==> src/sv/itra_pkg.sv <==
// ----------------------------------------------------------------------------
// itra_pkg
// Shared types, constants and helpers of the integer to radix ascii block.
// ----------------------------------------------------------------------------
package itra_pkg;

  localparam int unsigned VALUE_W      = 32;
  localparam int unsigned RADIX_W      = 6;
  localparam int unsigned CHAR_W       = 7;
  localparam int unsigned DIGIT_W      = 5;
  localparam int unsigned MAX_DIGITS   = 32;
  localparam int unsigned DIG_IDX_W    = $clog2(MAX_DIGITS);
  localparam int unsigned DIG_CNT_W    = $clog2(MAX_DIGITS + 1);
  localparam int unsigned DIV_STEP_BITS = 8;
  localparam int unsigned DIV_STEPS    = VALUE_W / DIV_STEP_BITS;
  localparam int unsigned DIV_CNT_W    = $clog2(DIV_STEPS);

  localparam logic [CHAR_W-1:0]  CHAR_ZERO  = 7'd48;
  localparam logic [CHAR_W-1:0]  CHAR_A     = 7'd65;
  localparam logic [CHAR_W-1:0]  CHAR_MINUS = 7'd45;
  localparam logic [RADIX_W-1:0] RADIX_MIN  = 6'd2;
  localparam logic [RADIX_W-1:0] RADIX_MAX  = 6'd32;
  localparam logic [RADIX_W-1:0] RADIX_TEN  = 6'd10;
  localparam logic [DIGIT_W-1:0] DIGIT_TEN  = 5'd10;

  typedef enum logic [2:0] {
    S_IDLE,
    S_START,
    S_WAIT,
    S_SIGN,
    S_EMIT
  } itra_state_e;

  typedef struct packed {
    logic [VALUE_W-1:0] value_bits;
    logic [RADIX_W-1:0] radix;
    logic               is_signed;
  } itra_in_t;

  typedef struct packed {
    logic [CHAR_W-1:0] ascii_char;
    logic              last_char;
  } itra_out_t;

  typedef struct packed {
    logic               start;
    logic [VALUE_W-1:0] dividend;
    logic [RADIX_W-1:0] divisor;
  } itra_div_req_t;

  typedef struct packed {
    logic               busy;
    logic               done;
    logic [VALUE_W-1:0] quot;
    logic [DIGIT_W-1:0] rem;
  } itra_div_rsp_t;

  function automatic logic [CHAR_W-1:0] digit_to_ascii(input logic [DIGIT_W-1:0] d);
    logic [CHAR_W-1:0] dx;
    dx = {{(CHAR_W-DIGIT_W){1'b0}}, d};
    if (d < DIGIT_TEN) begin
      return CHAR_ZERO + dx;
    end else begin
      return CHAR_A + dx - {{(CHAR_W-DIGIT_W){1'b0}}, DIGIT_TEN};
    end
  endfunction

endpackage

==> src/sv/itra_div.sv <==
// ----------------------------------------------------------------------------
// itra_div
// Iterative restoring divider, 32-bit dividend by 6-bit divisor, eight
// quotient bits per cycle.
// ----------------------------------------------------------------------------
module itra_div import itra_pkg::*; (
  input  logic          clk_i,
  input  logic          rst_ni,
  input  itra_div_req_t req_i,
  output itra_div_rsp_t rsp_o
);

  logic [VALUE_W-1:0]   w_q, w_d;
  logic [RADIX_W-1:0]   rem_q, rem_d;
  logic [RADIX_W-1:0]   divisor_q;
  logic [DIV_CNT_W-1:0] cnt_q, cnt_d;
  logic                 busy_q, busy_d;
  logic                 done_q, done_d;
  logic [VALUE_W-1:0]   w_s;
  logic [RADIX_W-1:0]   r_s;
  logic                 ge_s;
  logic                 last_step;

  // eight dependent subtract steps on the narrow remainder
  always_comb begin
    w_s  = w_q;
    r_s  = rem_q;
    ge_s = 1'b0;
    for (int i = 0; i < DIV_STEP_BITS; i++) begin
      r_s  = {r_s[RADIX_W-2:0], w_s[VALUE_W-1]};
      ge_s = (r_s >= divisor_q);
      w_s  = {w_s[VALUE_W-2:0], ge_s};
      if (ge_s) begin
        r_s = r_s - divisor_q;
      end
    end
  end

  assign last_step = (cnt_q == DIV_CNT_W'(DIV_STEPS - 1));

  always_comb begin
    w_d    = w_q;
    rem_d  = rem_q;
    cnt_d  = cnt_q;
    busy_d = busy_q;
    done_d = 1'b0;
    if (req_i.start) begin
      w_d    = req_i.dividend;
      rem_d  = '0;
      cnt_d  = '0;
      busy_d = 1'b1;
    end else if (busy_q) begin
      w_d   = w_s;
      rem_d = r_s;
      cnt_d = cnt_q + 1'b1;
      if (last_step) begin
        busy_d = 1'b0;
        done_d = 1'b1;
      end
    end
  end

  always_ff @(posedge clk_i or negedge rst_ni) begin
    if (!rst_ni) begin
      busy_q <= 1'b0;
      done_q <= 1'b0;
      cnt_q  <= '0;
    end else begin
      busy_q <= busy_d;
      done_q <= done_d;
      cnt_q  <= cnt_d;
    end
  end

  always_ff @(posedge clk_i) begin
    w_q   <= w_d;
    rem_q <= rem_d;
    if (req_i.start) begin
      divisor_q <= req_i.divisor;
    end
  end

  assign rsp_o.busy = busy_q;
  assign rsp_o.done = done_q;
  assign rsp_o.quot = w_q;
  assign rsp_o.rem  = rem_q[DIGIT_W-1:0];

endmodule

==> src/sv/integer_to_radix_ascii.sv <==
// Sequence: each digit takes a start state, the divider's iterations and a
// wait for its result; the characters then go one per cycle into the output
// register while the output is not stalled. A new number is taken only once
// the previous number's last character is loaded; the shared divider sets the pace.
// Reset: asynchronous active low, clears the sequencer and output valid.
// ----------------------------------------------------------------------------
// integer_to_radix_ascii
// Converts a 32-bit value to ascii digits in radix 2 to 32, most significant
// first, with a leading minus for negative signed base-ten values.
// ----------------------------------------------------------------------------
module integer_to_radix_ascii import itra_pkg::*; (
  input  logic      clk_i,
  input  logic      rst_ni,
  input  logic      in_valid_i,
  output logic      in_stall_o,
  input  itra_in_t  in_data_i,
  output logic      out_valid_o,
  input  logic      out_stall_i,
  output itra_out_t out_data_o
);

  itra_state_e          state_q, state_d;
  logic [VALUE_W-1:0]   mag_q, mag_d;
  logic [RADIX_W-1:0]   radix_q, radix_d;
  logic                 minus_q, minus_d;
  logic [DIG_CNT_W-1:0] ndig_q, ndig_d;
  logic [DIG_IDX_W-1:0] idx_q, idx_d;
  logic [DIGIT_W-1:0]   buf_q [MAX_DIGITS];
  itra_out_t            out_q, out_d;
  logic                 out_valid_q, out_valid_d;

  itra_div_req_t        div_req;
  itra_div_rsp_t        div_rsp;

  logic                 in_acc;
  logic                 radix_ok;
  logic                 out_ld;
  logic                 buf_we;
  logic                 neg_in;

  assign in_stall_o = (state_q != S_IDLE);
  assign in_acc     = in_valid_i && !in_stall_o;
  assign radix_ok   = (in_data_i.radix >= RADIX_MIN) && (in_data_i.radix <= RADIX_MAX);
  assign neg_in     = in_data_i.is_signed && (in_data_i.radix == RADIX_TEN) &&
                      in_data_i.value_bits[VALUE_W-1];
  assign out_ld     = !out_valid_q || !out_stall_i;

  itra_div u_div (
    .clk_i  (clk_i),
    .rst_ni (rst_ni),
    .req_i  (div_req),
    .rsp_o  (div_rsp)
  );

  // next state
  always_comb begin
    state_d = state_q;
    case (state_q)
      S_IDLE: begin
        if (in_acc && radix_ok) begin
          state_d = S_START;
        end
      end
      S_START: begin
        state_d = S_WAIT;
      end
      S_WAIT: begin
        if (div_rsp.done) begin
          if (div_rsp.quot != '0) begin
            state_d = S_START;
          end else if (minus_q) begin
            state_d = S_SIGN;
          end else begin
            state_d = S_EMIT;
          end
        end
      end
      S_SIGN: begin
        if (out_ld) begin
          state_d = S_EMIT;
        end
      end
      S_EMIT: begin
        if (out_ld && (idx_q == '0)) begin
          state_d = S_IDLE;
        end
      end
      default: begin
        state_d = S_IDLE;
      end
    endcase
  end

  // outputs and datapath
  always_comb begin
    mag_d            = mag_q;
    radix_d          = radix_q;
    minus_d          = minus_q;
    ndig_d           = ndig_q;
    idx_d            = idx_q;
    out_d            = out_q;
    out_valid_d      = out_valid_q && out_stall_i;
    buf_we           = 1'b0;
    div_req.start    = 1'b0;
    div_req.dividend = mag_q;
    div_req.divisor  = radix_q;
    case (state_q)
      S_IDLE: begin
        if (in_acc) begin
          mag_d   = neg_in ? (VALUE_W'(0) - in_data_i.value_bits) : in_data_i.value_bits;
          radix_d = in_data_i.radix;
          minus_d = neg_in;
          ndig_d  = '0;
        end
      end
      S_START: begin
        div_req.start = 1'b1;
      end
      S_WAIT: begin
        if (div_rsp.done) begin
          buf_we = 1'b1;
          mag_d  = div_rsp.quot;
          ndig_d = ndig_q + 1'b1;
          idx_d  = ndig_q[DIG_IDX_W-1:0];
        end
      end
      S_SIGN: begin
        if (out_ld) begin
          out_d.ascii_char = CHAR_MINUS;
          out_d.last_char  = 1'b0;
          out_valid_d      = 1'b1;
        end
      end
      S_EMIT: begin
        if (out_ld) begin
          out_d.ascii_char = digit_to_ascii(buf_q[idx_q]);
          out_d.last_char  = (idx_q == '0);
          out_valid_d      = 1'b1;
          idx_d            = idx_q - 1'b1;
        end
      end
      default: begin
        out_valid_d = out_valid_q && out_stall_i;
      end
    endcase
  end

  always_ff @(posedge clk_i or negedge rst_ni) begin
    if (!rst_ni) begin
      state_q     <= S_IDLE;
      out_valid_q <= 1'b0;
      ndig_q      <= '0;
      idx_q       <= '0;
      minus_q     <= 1'b0;
    end else begin
      state_q     <= state_d;
      out_valid_q <= out_valid_d;
      ndig_q      <= ndig_d;
      idx_q       <= idx_d;
      minus_q     <= minus_d;
    end
  end

  always_ff @(posedge clk_i) begin
    mag_q   <= mag_d;
    radix_q <= radix_d;
    out_q   <= out_d;
    if (buf_we) begin
      buf_q[ndig_q[DIG_IDX_W-1:0]] <= div_rsp.rem;
    end
  end

  assign out_valid_o = out_valid_q;
  assign out_data_o  = out_q;

  // divider answers only while the sequencer waits for it
  assert property (@(posedge clk_i) disable iff (!rst_ni)
    div_rsp.done |-> ((state_q == S_WAIT) && !div_rsp.busy))
    else $error("divider result outside wait state");

  // digit count never passes the buffer depth
  assert property (@(posedge clk_i) disable iff (!rst_ni)
    ndig_q <= DIG_CNT_W'(MAX_DIGITS))
    else $error("digit buffer overrun");

  // out-of-range radix yields no work
  assert property (@(posedge clk_i) disable iff (!rst_ni)
    (in_acc && !radix_ok) |=> (state_q == S_IDLE))
    else $error("bad radix started a conversion");

  // loading the least significant digit marks the final character
  assert property (@(posedge clk_i) disable iff (!rst_ni)
    (state_q == S_EMIT && out_ld && idx_q == '0) |=> (out_valid_o && out_data_o.last_char))
    else $error("final character not flagged");

endmodule
==> config.mk <==
export PLATFORM = sky130hd
export DESIGN_NAME = integer_to_radix_ascii
export DESIGN_NICKNAME = d
export VERILOG_FILES = /design/src/sv/itra_pkg.sv /design/src/sv/itra_div.sv /design/src/sv/integer_to_radix_ascii.sv
export SDC_FILE = /design/constraint.sdc
export NUM_CORES = 1
export LEC_CHECK = 0
export ABC_AREA = 1
export ABC_CLOCK_PERIOD_IN_PS = 21500
export BUFFER_PORTS_ARGS = -buffer_cell sky130_fd_sc_hd__buf_2
export CAP_MARGIN = 10
export CORE_UTILIZATION = 38
export DETAILED_ROUTE_END_ITERATION = 7
export GPL_ROUTABILITY_DRIVEN = 1
export PLACE_DENSITY = 0.59
export SLEW_MARGIN = 20
export SYNTH_ARGS = -nofsm -noshare
export SYNTH_HDL_FRONTEND = slang
export SYNTH_SLANG_ARGS = --single-unit
==> constraint.sdc <==
create_clock -name clk_i -period 21.5 [get_ports clk_i]
set_input_delay 3.225 -clock clk_i [delete_from_list [all_inputs] [get_ports clk_i]]
set_output_delay 3.225 -clock clk_i [all_outputs]
set_load 0.02 [all_outputs]
* Yosys cells after proc, flatten, opt, wreduce, memory -nomap -nowiden *
Memories as Yosys holds them, arrays and structs flattened.
Cells that the tools add are included.

cells by class
  reductions and logical operators = 25
  mux-type cells = 46
  equal/unequal tests = 12
  add/sub/neg operators = 15
  magnitude comparators = 11

operators by type and width
  operator                                                             number
  32-bit two-way mux                                                   5
  32-bit case mux with 2 select lines                                  1
  5-bit two-way mux                                                    10
  6-bit >= comparator                                                  8
  5-bit subtractor                                                     8
  32-bit nonzero test                                                  1
  1-bit by 32-bit subtractor with 32-bit output, first input constant  1
  3-bit two-way mux                                                    6
  8-bit two-way mux                                                    2
  8-bit case mux with 2 select lines                                   1
  3-bit case mux with 5 select lines                                   1
  1-bit two-way mux                                                    13
  6-bit two-way mux                                                    2
  6-bit case mux with 2 select lines                                   1
  2-bit != test, second input constant                                 5
  5-bit case mux with 2 select lines                                   1
  3-bit AND reduction                                                  3
  2-bit nonzero test                                                   4
  6-bit by 5-bit adder with 7-bit output, first input constant         1
  7-bit by 5-bit adder with 7-bit output, first input constant         1
  1-bit logical AND                                                    7
  7-bit two-way mux                                                    1
  7-bit by 4-bit subtractor with 7-bit output, second input constant   1
  6-bit by 1-bit adder with 6-bit output, second input constant        1
  20 further kinds                                                     24

word-level totals
  word-level logic and storage cells = 125
  bits in writable memories = 160
  flip-flop bits (word level) = 109
  memories = 1
  input port bits = 43
  output and inout bits = 10

memories
  memory  words  bits a word  rd ports  clocked after Yosys merged registers in  wr ports  line                          source
  buf_q   32     5            1         0                                        1         integer_to_radix_ascii.sv:28  logic [DIGIT_W-1:0] buf_q [MAX_DIGITS];

* Longest topological paths before layout *
Gate-level depths: netlist of the first run.

  depth after elaboration = 17
  gate-level depth with buffers = 72
  depth with buffers taken out = 72

* By module *
Synthesis of the first run repeated with hierarchy kept, for this count alone.

unflattened totals
  cells, all modules = 1,582
  area total of the unflattened synthesis = 14,607.8 µm²

by module, submodules not included
  module                  area an instance (µm²)  cells an instance  seq. area each (µm²)  instances
  integer_to_radix_ascii  10,367.4                1,041              6,561.3               1
  itra_div                4,240.3                 541                1,341.3               1

* Least setup slack after synthesis of the first run *
OpenSTA, ideal clock, no wires.

  path type = reg2reg
  start point = register u_div.divisor_q[1]
  end point = register u_div.rem_q[0]
  clock period less this slack = 9.700 ns
  library setup time = 0.161 ns
  cell stages (with the launch flop) = 65
  data required time = 21.339 ns
  path slack = 11.800 ns
  arrival = 9.539 ns
  path buffers = 0
  cells stage by stage = edfxtp_1 > inv_1 > fa_1 > nand3_1 > nand3_2 > nor2_1 > a21oi_1 > ha_1 > nand2_1 > nand2_1 > nand2_1 > and2_1 > nand3_1 > inv_1 > o21ai_0 > ha_1 > nand2_1 > inv_1 > (+29 left out) > nand2_1 > inv_1 > ha_1 > nand4_1 > inv_1 > a21oi_1 > nand2_1 > a21oi_1 > o21ai_0 > fa_1 > nand3_1 > nand2_1 > nand2_1 > nand2_1 > a21oi_1 > inv_1 > o211ai_1 > o21ai_0

between the ends
  cells in the longest elaborated chain, start to end = 16
  elaborated cells on any way between the ends = 23
  those cells by class = add/sub (7); order compare (8); mux (8)

ends and longest elaborated chain
  what                                                     line                            source
  start, declared                                          itra_div.sv:15                  logic [RADIX_W-1:0] divisor_q;
  start signal, assigned                                   itra_div.sv:79                  divisor_q <= req_i.divisor;
  5-bit subtractor or 6-bit >= comparator (tied branches)  itra_div.sv:34, itra_div.sv:31
  5-bit two-way mux                                        itra_div.sv:33                  if (ge_s) begin
  5-bit subtractor or 6-bit >= comparator (tied branches)  itra_div.sv:34, itra_div.sv:31
  5-bit two-way mux                                        itra_div.sv:33
  5-bit subtractor or 6-bit >= comparator (tied branches)  itra_div.sv:34, itra_div.sv:31
  5-bit two-way mux                                        itra_div.sv:33
  5-bit subtractor or 6-bit >= comparator (tied branches)  itra_div.sv:34, itra_div.sv:31
  5-bit two-way mux                                        itra_div.sv:33
  6-bit >= comparator or 5-bit subtractor (tied branches)  itra_div.sv:31, itra_div.sv:34
  5-bit two-way mux                                        itra_div.sv:33
  5-bit subtractor or 6-bit >= comparator (tied branches)  itra_div.sv:34, itra_div.sv:31
  5-bit two-way mux                                        itra_div.sv:33
  5-bit subtractor or 6-bit >= comparator (tied branches)  itra_div.sv:34, itra_div.sv:31
  5-bit two-way mux                                        itra_div.sv:33
  6-bit >= comparator (*)                                  itra_div.sv:31                  ge_s = (r_s >= divisor_q);
  5-bit two-way mux (*)                                    itra_div.sv:33
  end signal, assigned                                     itra_div.sv:77                  rem_q <= rem_d;
  end, declared                                            itra_div.sv:14                  logic [RADIX_W-1:0] rem_q, rem_d;

Every way passes the cells marked *; elsewhere a longest branch is shown, timed or not.
A chain may end at the register's enable or synchronous reset.

* Worst setup path in the final report of the first run *
Same ends and word-level chain as after synthesis.

==> results.json, run 1 <==
{
  "outcome": "finished, final reports clean",
  "syn_inst": 1589,
  "antenna_left": 0,
  "hold_depth": 0,
  "path_delay_family": "simple AND/OR/NAND/NOR gates",
  "cp-end-kind": "flip-flop",
  "grt_pass1_wl_um": 56700,
  "hpwl_um": 24400,
  "synth.top_cell.area_share_pct": 50.6,
  "wirelength_um": 35700,
  "core_um2": 37600,
  "ys.flop_type": "edfxtp_1",
  "ir_worst_vdd_mv": 0.0557,
  "fp.dieH_um": 197,
  "layout_min_cycle_time_ns": 11.39,
  "maxCapViolations": 0,
  "p_sw_share_pct": 19.6,
  "yosysTopAreaCell": "edfxtp_1",
  "cpMostUsedCell": "nand2_1",
  "worstSetupPathType": "reg -> reg",
  "clock_skew_ns": 0.0263,
  "seq_area_frac_synth_pct": 54.6,
  "slowest_stage": "edfxtp_1",
  "ys_async_sr_fraction_pct": 7.09,
  "drt-vias-per-instance": 4.96,
  "hold_buffers": 0,
  "setup_slack_ns": 10.11,
  "cts_buffer_depth": 3,
  "synth_area_um2": 14500,
  "slew-limit-headroom_pct": 36.3,
  "tns_ns": 0,
  "detail_route.first_pass.iterations": 5,
  "drive_above_1_share_pct": 8.25,
  "p_leak_nw": 6.78,
  "start_util_pct": 38.5,
  "rsz0062_at_grt": "no",
  "die-area_um2": 38900,
  "rows": 71,
  "htreeDepth": 1,
  "worst-path-buf-inv": 11,
  "dp_slack_ns": 10.10,
  "place_congestion": 0.891,
  "crit_cells": 63,
  "drtIter0Drc": 711,
  "worst_r2r_path_depth": 63,
  "cts_buffers": 30,
  "fmax_mhz": 87.8,
  "slew_viol_final": 0,
  "final_nets": 1745,
  "globalRouteOverflowTotal": 0,
  "critPathMaxFanout": 10,
  "drc_errors": 0,
  "dr_total_vias": 10761,
  "cts_setup_buffers": 0,
  "wl_met2_um": 17300,
  "antenna_found_initial": 0,
  "synthTopCellsByCount": "nand2_1, edfxtp_1, inv_1, nor2_1, nand3_1",
  "power_frac_comb_pct": 1.3,
  "p_int_mw": 0.882,
  "syn_nets": 1697,
  "fp.dieW_um": 197,
  "p_sw_mw": 0.214,
  "power_density_nw_per_um2": 67.7,
  "ys_types": 46,
  "syn-mean-instance-area_um2": 9.11,
  "wl_met3_um": 1540,
  "ios": 53,
  "final_area_um2": 16200,
  "period_share_pct": 53.0,
  "power_frac_clock_pct": 47.6,
  "synth_edf_count": 244,
  "clock-sinks": 268,
  "ys_ff_latch": 268,
  "p_seq_share_pct": 51.1,
  "wl_per_cell_um": 16.4,
  "hold_violations": 0,
  "clk_pin_slew_ns": 0.06,
  "tritoncts": "yes",
  "worst_slew_pin_slew_ns": 0.954,
  "crit_path_start_kind": "flip-flop",
  "root_buffer": "clkbuf_16",
  "power_mw": 1.10,
  "track_usage_pct": 18.7,
  "highest_layer": "met4",
  "cp_data_arrival_time_ns": 11.82,
  "finalSetupViolCount": 0,
  "synth_most_common_cell": "nand2_1",
  "worstPathRequired_ns": 21.92,
  "ys_top_cells_by_area": "edfxtp_1, nand2_1, ha_1",
  "area_growth_pct": 11.8,
  "slowest_delay_ns": 0.67,
  "numPortBuffers": 52,
  "wirelength_met1_um": 15800,
  "synth-warning-count": 0,
  "post_cts_resized": 0,
  "placed_area_um2": 15200,
  "grt_pass1_vias": 10518,
  "grt_max_degree": 75,
  "n_antenna_cell": 0,
  "holdCritPathClass": "reg -> reg",
  "clk_latency_ns": 0.57
}
[metrics by stage]
stage	std cells	hold WS [ns]	utilization, %
finish	2171	0.399	43.1
global route	2171	0.399	43.1
CTS	2171	0.394	43.1
detailed placement	2116	0.411	40.4
global placement	2116	0.402	40.4
floorplan	1589	0.400	-
[power groups by stage]
stage                     clock [mW]  sequential (mW)  combinational (mW)
after CTS                      0.531            0.560              0.0141
after detailed placement           0            0.571              0.0140
final                          0.522            0.560              0.0141
after global routing           0.550            0.560              0.0158
after floorplan                    0            0.571             0.00537
after global placement             0            0.571              0.0138
[cell usage in the layout, fill, tap and decap left out, types with 8 or more instances in the layout]
| master | Yosys | layout |
|---|---|---|
| inv_1 | 155 | 155 |
| clkbuf_16 | 0 | 30 |
| ha_1 | 57 | 57 |
| nor4_1 | 10 | 10 |
| nand4_1 | 13 | 13 |
| nand3_1 | 138 | 138 |
| o21ai_0 | 100 | 100 |
| a21oi_1 | 50 | 50 |
| fa_1 | 8 | 8 |
| xnor2_1 | 22 | 22 |
| buf_4 | 5 | 11 |
| o21ai_1 | 8 | 8 |
| xor2_1 | 21 | 21 |
| o211ai_1 | 13 | 13 |
| buf_2 | 10 | 52 |
| nor2_1 | 145 | 145 |
| nand2_1 | 472 | 472 |
| edfxtp_1 | 244 | 244 |
| dfrtp_1 | 19 | 18 |
[metal layers]
metal,vias up,track usage (%)
met5,-,0
met4,0,5.57
met3,55,1.86
met2,252,32.5
met1,5042,24.7
li1,5412,-
[logic make-up (layout without fill, tap and decap cells)]
family / after synthesis / after routing / synth area share [%]
AO/OA/AOI/OAI: 184 / 184 / 6.81
XOR/XNOR: 43 / 43 / 2.60
adder cells (fa/ha/maj): 65 / 65 / 6.03
buffers and inverters: 210 / 281 / 6.28
flip-flops: 268 / 268 / 54.6
AND/OR/NAND/NOR: 819 / 819 / 23.7
[area by class of cell]
cell class / instances / area, µm²
fill: 3648 / 21400
tap: 511 / 639
multi-input combinational: 1111 / 5680
clock buffer: 36 / 773
clock inverter: 19 / 240
sequential: 268 / 7910
timing repair buffer: 63 / 343
inverter: 163 / 612
[path summary, 6_finish.rpt]
path	from	end	slack, ns
max	u_div.divisor_q[1]	u_div.rem_q[0]	10.11
min	radix_q[2]	u_div.divisor_q[2]	0.40
max reg2reg	u_div.divisor_q[1]	u_div.rem_q[0]	10.11
min reg2reg	radix_q[2]	u_div.divisor_q[2]	0.40
max in group asynchronous	rst_ni	idx_q[0]	18.52
min in group asynchronous	rst_ni	idx_q[4]	2.61
[sequential cells by signal (all words and copies together) (netlist names), 2 cells and up]
| name | flops |
|---|---|
| ndig_q | 5 |
| u_div.divisor_q | 6 |
| state_q | 3 |
| u_div.w_q | 32 |
| idx_q | 5 |
| radix_q | 6 |
| u_div.rem_q | 5 |
| mag_q | 32 |
| u_div.cnt_q | 2 |
| out_data_o | 8 |
| buf_q | 160 |
(Power assumes the default switching activity.)
==> run 2, diff against run 1 <==
ABC_CLOCK_PERIOD_IN_PS = 10700   (was 21500)
clock period = 10.7 ns   (was 21.5 ns; I/O delays follow)
==> run 2 against run 1 <==
Against the previous run:
- global-route usage is 0.15 points higher
- worst setup slack worse by 9.3 ns
- register-to-register slack worse by 9.3 ns
- critical path type unchanged
- maximum frequency is 16% higher
- non-clock buffer count is 16 higher
- hold slack better by 0.026 ns
- die area stayed put
- clock power is 85% higher
- critical endpoint unchanged
==> results.json, run 2 (synthesis gave the netlist of run 1 again) <==
{
  "placed_area_um2": 15300,
  "cp-end-kind": "flip-flop",
  "p_sw_mw": 0.423,
  "slew-limit-headroom_pct": 36.4,
  "drc_errors": 0,
  "hold_buffers": 0,
  "final_common_cell": "nand2_1",
  "die-area_um2": 38900,
  "wl_per_cell_um": 16.6,
  "dr_total_vias": 10901,
  "final_nets": 1760,
  "largest_reg_flops": 160,
  "power_density_nw_per_um2": 131,
  "cp_data_arrival_time_ns": 10.28,
  "tritoncts": "yes",
  "slew_viol_final": 0,
  "grt_pass1_vias": 10678,
  "n_antenna_cell": 0,
  "p_sw_share_pct": 19.9,
  "setup_slack_ns": 0.843,
  "layout_min_cycle_time_ns": 9.86,
  "fp.dieW_um": 197,
  "clk_pin_slew_ns": 0.06,
  "hold_slack_ns": 0.425,
  "outcome": "finished, final reports clean",
  "start_util_pct": 38.5,
  "area_growth_pct": 12.2,
  "crit_path_start_kind": "flip-flop",
  "worst_r2r_path_depth": 65,
  "ir_worst_vdd_mv": 0.120,
  "fillers": 3700,
  "worst-path-buf-inv": 12,
  "drt-vias-per-instance": 4.99,
  "power_mw": 2.12,
  "wirelength_um": 36200,
  "cpMostUsedCell": "nand2_1",
  "fmax_mhz": 101,
  "clk_latency_ns": 0.56,
  "worstPathRequired_ns": 11.12,
  "antenna_found_initial": 0,
  "cts_buffer_depth": 3,
  "hpwl_um": 25100,
  "grt_pass1_wl_um": 57600,
  "root_buffer": "clkbuf_16",
  "layout_common_cells": "nand2_1, edfxtp_1, inv_1",
  "critPathMaxFanout": 10,
  "drive_above_1_share_pct": 9.38,
  "core_um2": 37600,
  "ios": 53,
  "slowest_stage": "fa_1",
  "htreeDepth": 1,
  "seq_area_um2": 7900,
  "multi_input_area_um2": 5720,
  "hold_violations": 0,
  "crit_cells": 65,
  "detail_route.first_pass.iterations": 7,
  "finalSetupViolCount": 0,
  "dp_slack_ns": 0.238,
  "holdCritPathClass": "reg -> reg",
  "hold_depth": 0,
  "final_area_um2": 16200,
  "worst_slew_pin_slew_ns": 0.953,
  "power_frac_clock_pct": 45.6,
  "maxCapViolations": 0,
  "clock-sinks": 268,
  "globalRouteOverflowTotal": 0,
  "p_leak_nw": 6.83,
  "period_share_pct": 92.1,
  "clock_skew_ns": 0.0169,
  "fp.dieH_um": 197,
  "worstSetupPathType": "reg -> reg",
  "antenna_left": 0,
  "p_int_mw": 1.70,
  "drtIter0Drc": 846,
  "grt_max_degree": 66,
  "rows": 71,
  "numPortBuffers": 52,
  "cts_buffers": 29,
  "place_congestion": 0.882,
  "power_frac_comb_pct": 1.3,
  "track_usage_pct": 18.9,
  "p_seq_share_pct": 53.1,
  "path_delay_family": "simple AND/OR/NAND/NOR gates",
  "slowest_delay_ns": 0.44
}
## run 2: what timing repair did
item | CTS | global route
endpoints found under the setup margin | 0 | 6
gates resized for setup | 0 | 19
buffers inserted | 0 | 4
## run 2: metrics by stage
| step | util (%) | instances | TNS [ns] |
|---|---|---|---|
| 6_report | 43.2 | 2184 | 0 |
| 5_1_grt | 43.2 | 2184 | -0.0331 |
| 4_1_cts | 43.0 | 2180 | 0 |
| 3_5_place_dp | 40.6 | 2128 | 0 |
| 3_3_place_gp | 40.6 | 2128 | 0 |
| 2_1_floorplan | - | 1589 | 0 |
## run 2: power groups by stage
stage	Sequential (mW)	Combinational (mW)	Clock [mW]
6_report	1.13	0.0279	0.967
5_1_grt	1.13	0.0314	1.02
2_1_floorplan	1.15	0.0108	0
4_1_cts	1.13	0.0279	0.984
3_3_place_gp	1.15	0.0273	0
3_5_place_dp	1.15	0.0279	0
## run 2: final timing paths
check                              start            endpoint  slack, ns
max                        u_div.w_q[31]      u_div.rem_q[0]       0.84
min                           radix_q[3]  u_div.divisor_q[3]       0.42
max reg2reg                u_div.w_q[31]      u_div.rem_q[0]       0.84
min reg2reg                   radix_q[3]  u_div.divisor_q[3]       0.42
max in group asynchronous         rst_ni            idx_q[0]       9.34
min in group asynchronous         rst_ni            idx_q[2]       1.00
## run 2: cell type report
cell class / count / area share [%]
clock buffers: 40 / 4.84
clock inverters: 12 / 0.747
inverters: 163 / 3.78
multi-input cells: 1111 / 35.2
flip-flops and latches: 268 / 48.6
well taps: 511 / 3.94
repair buffers: 79 / 2.85
## run 2: layer usage
metal	part of all wire [%]	wire, µm	track usage [%]	vias to the layer above
met4	3.6	1320	6.75	0
li1	-	-	-	5452
met1	45	16300	25.2	5125
met2	48	17300	31.7	261
met5	0	0	0	-
met3	3.9	1400	2.13	63
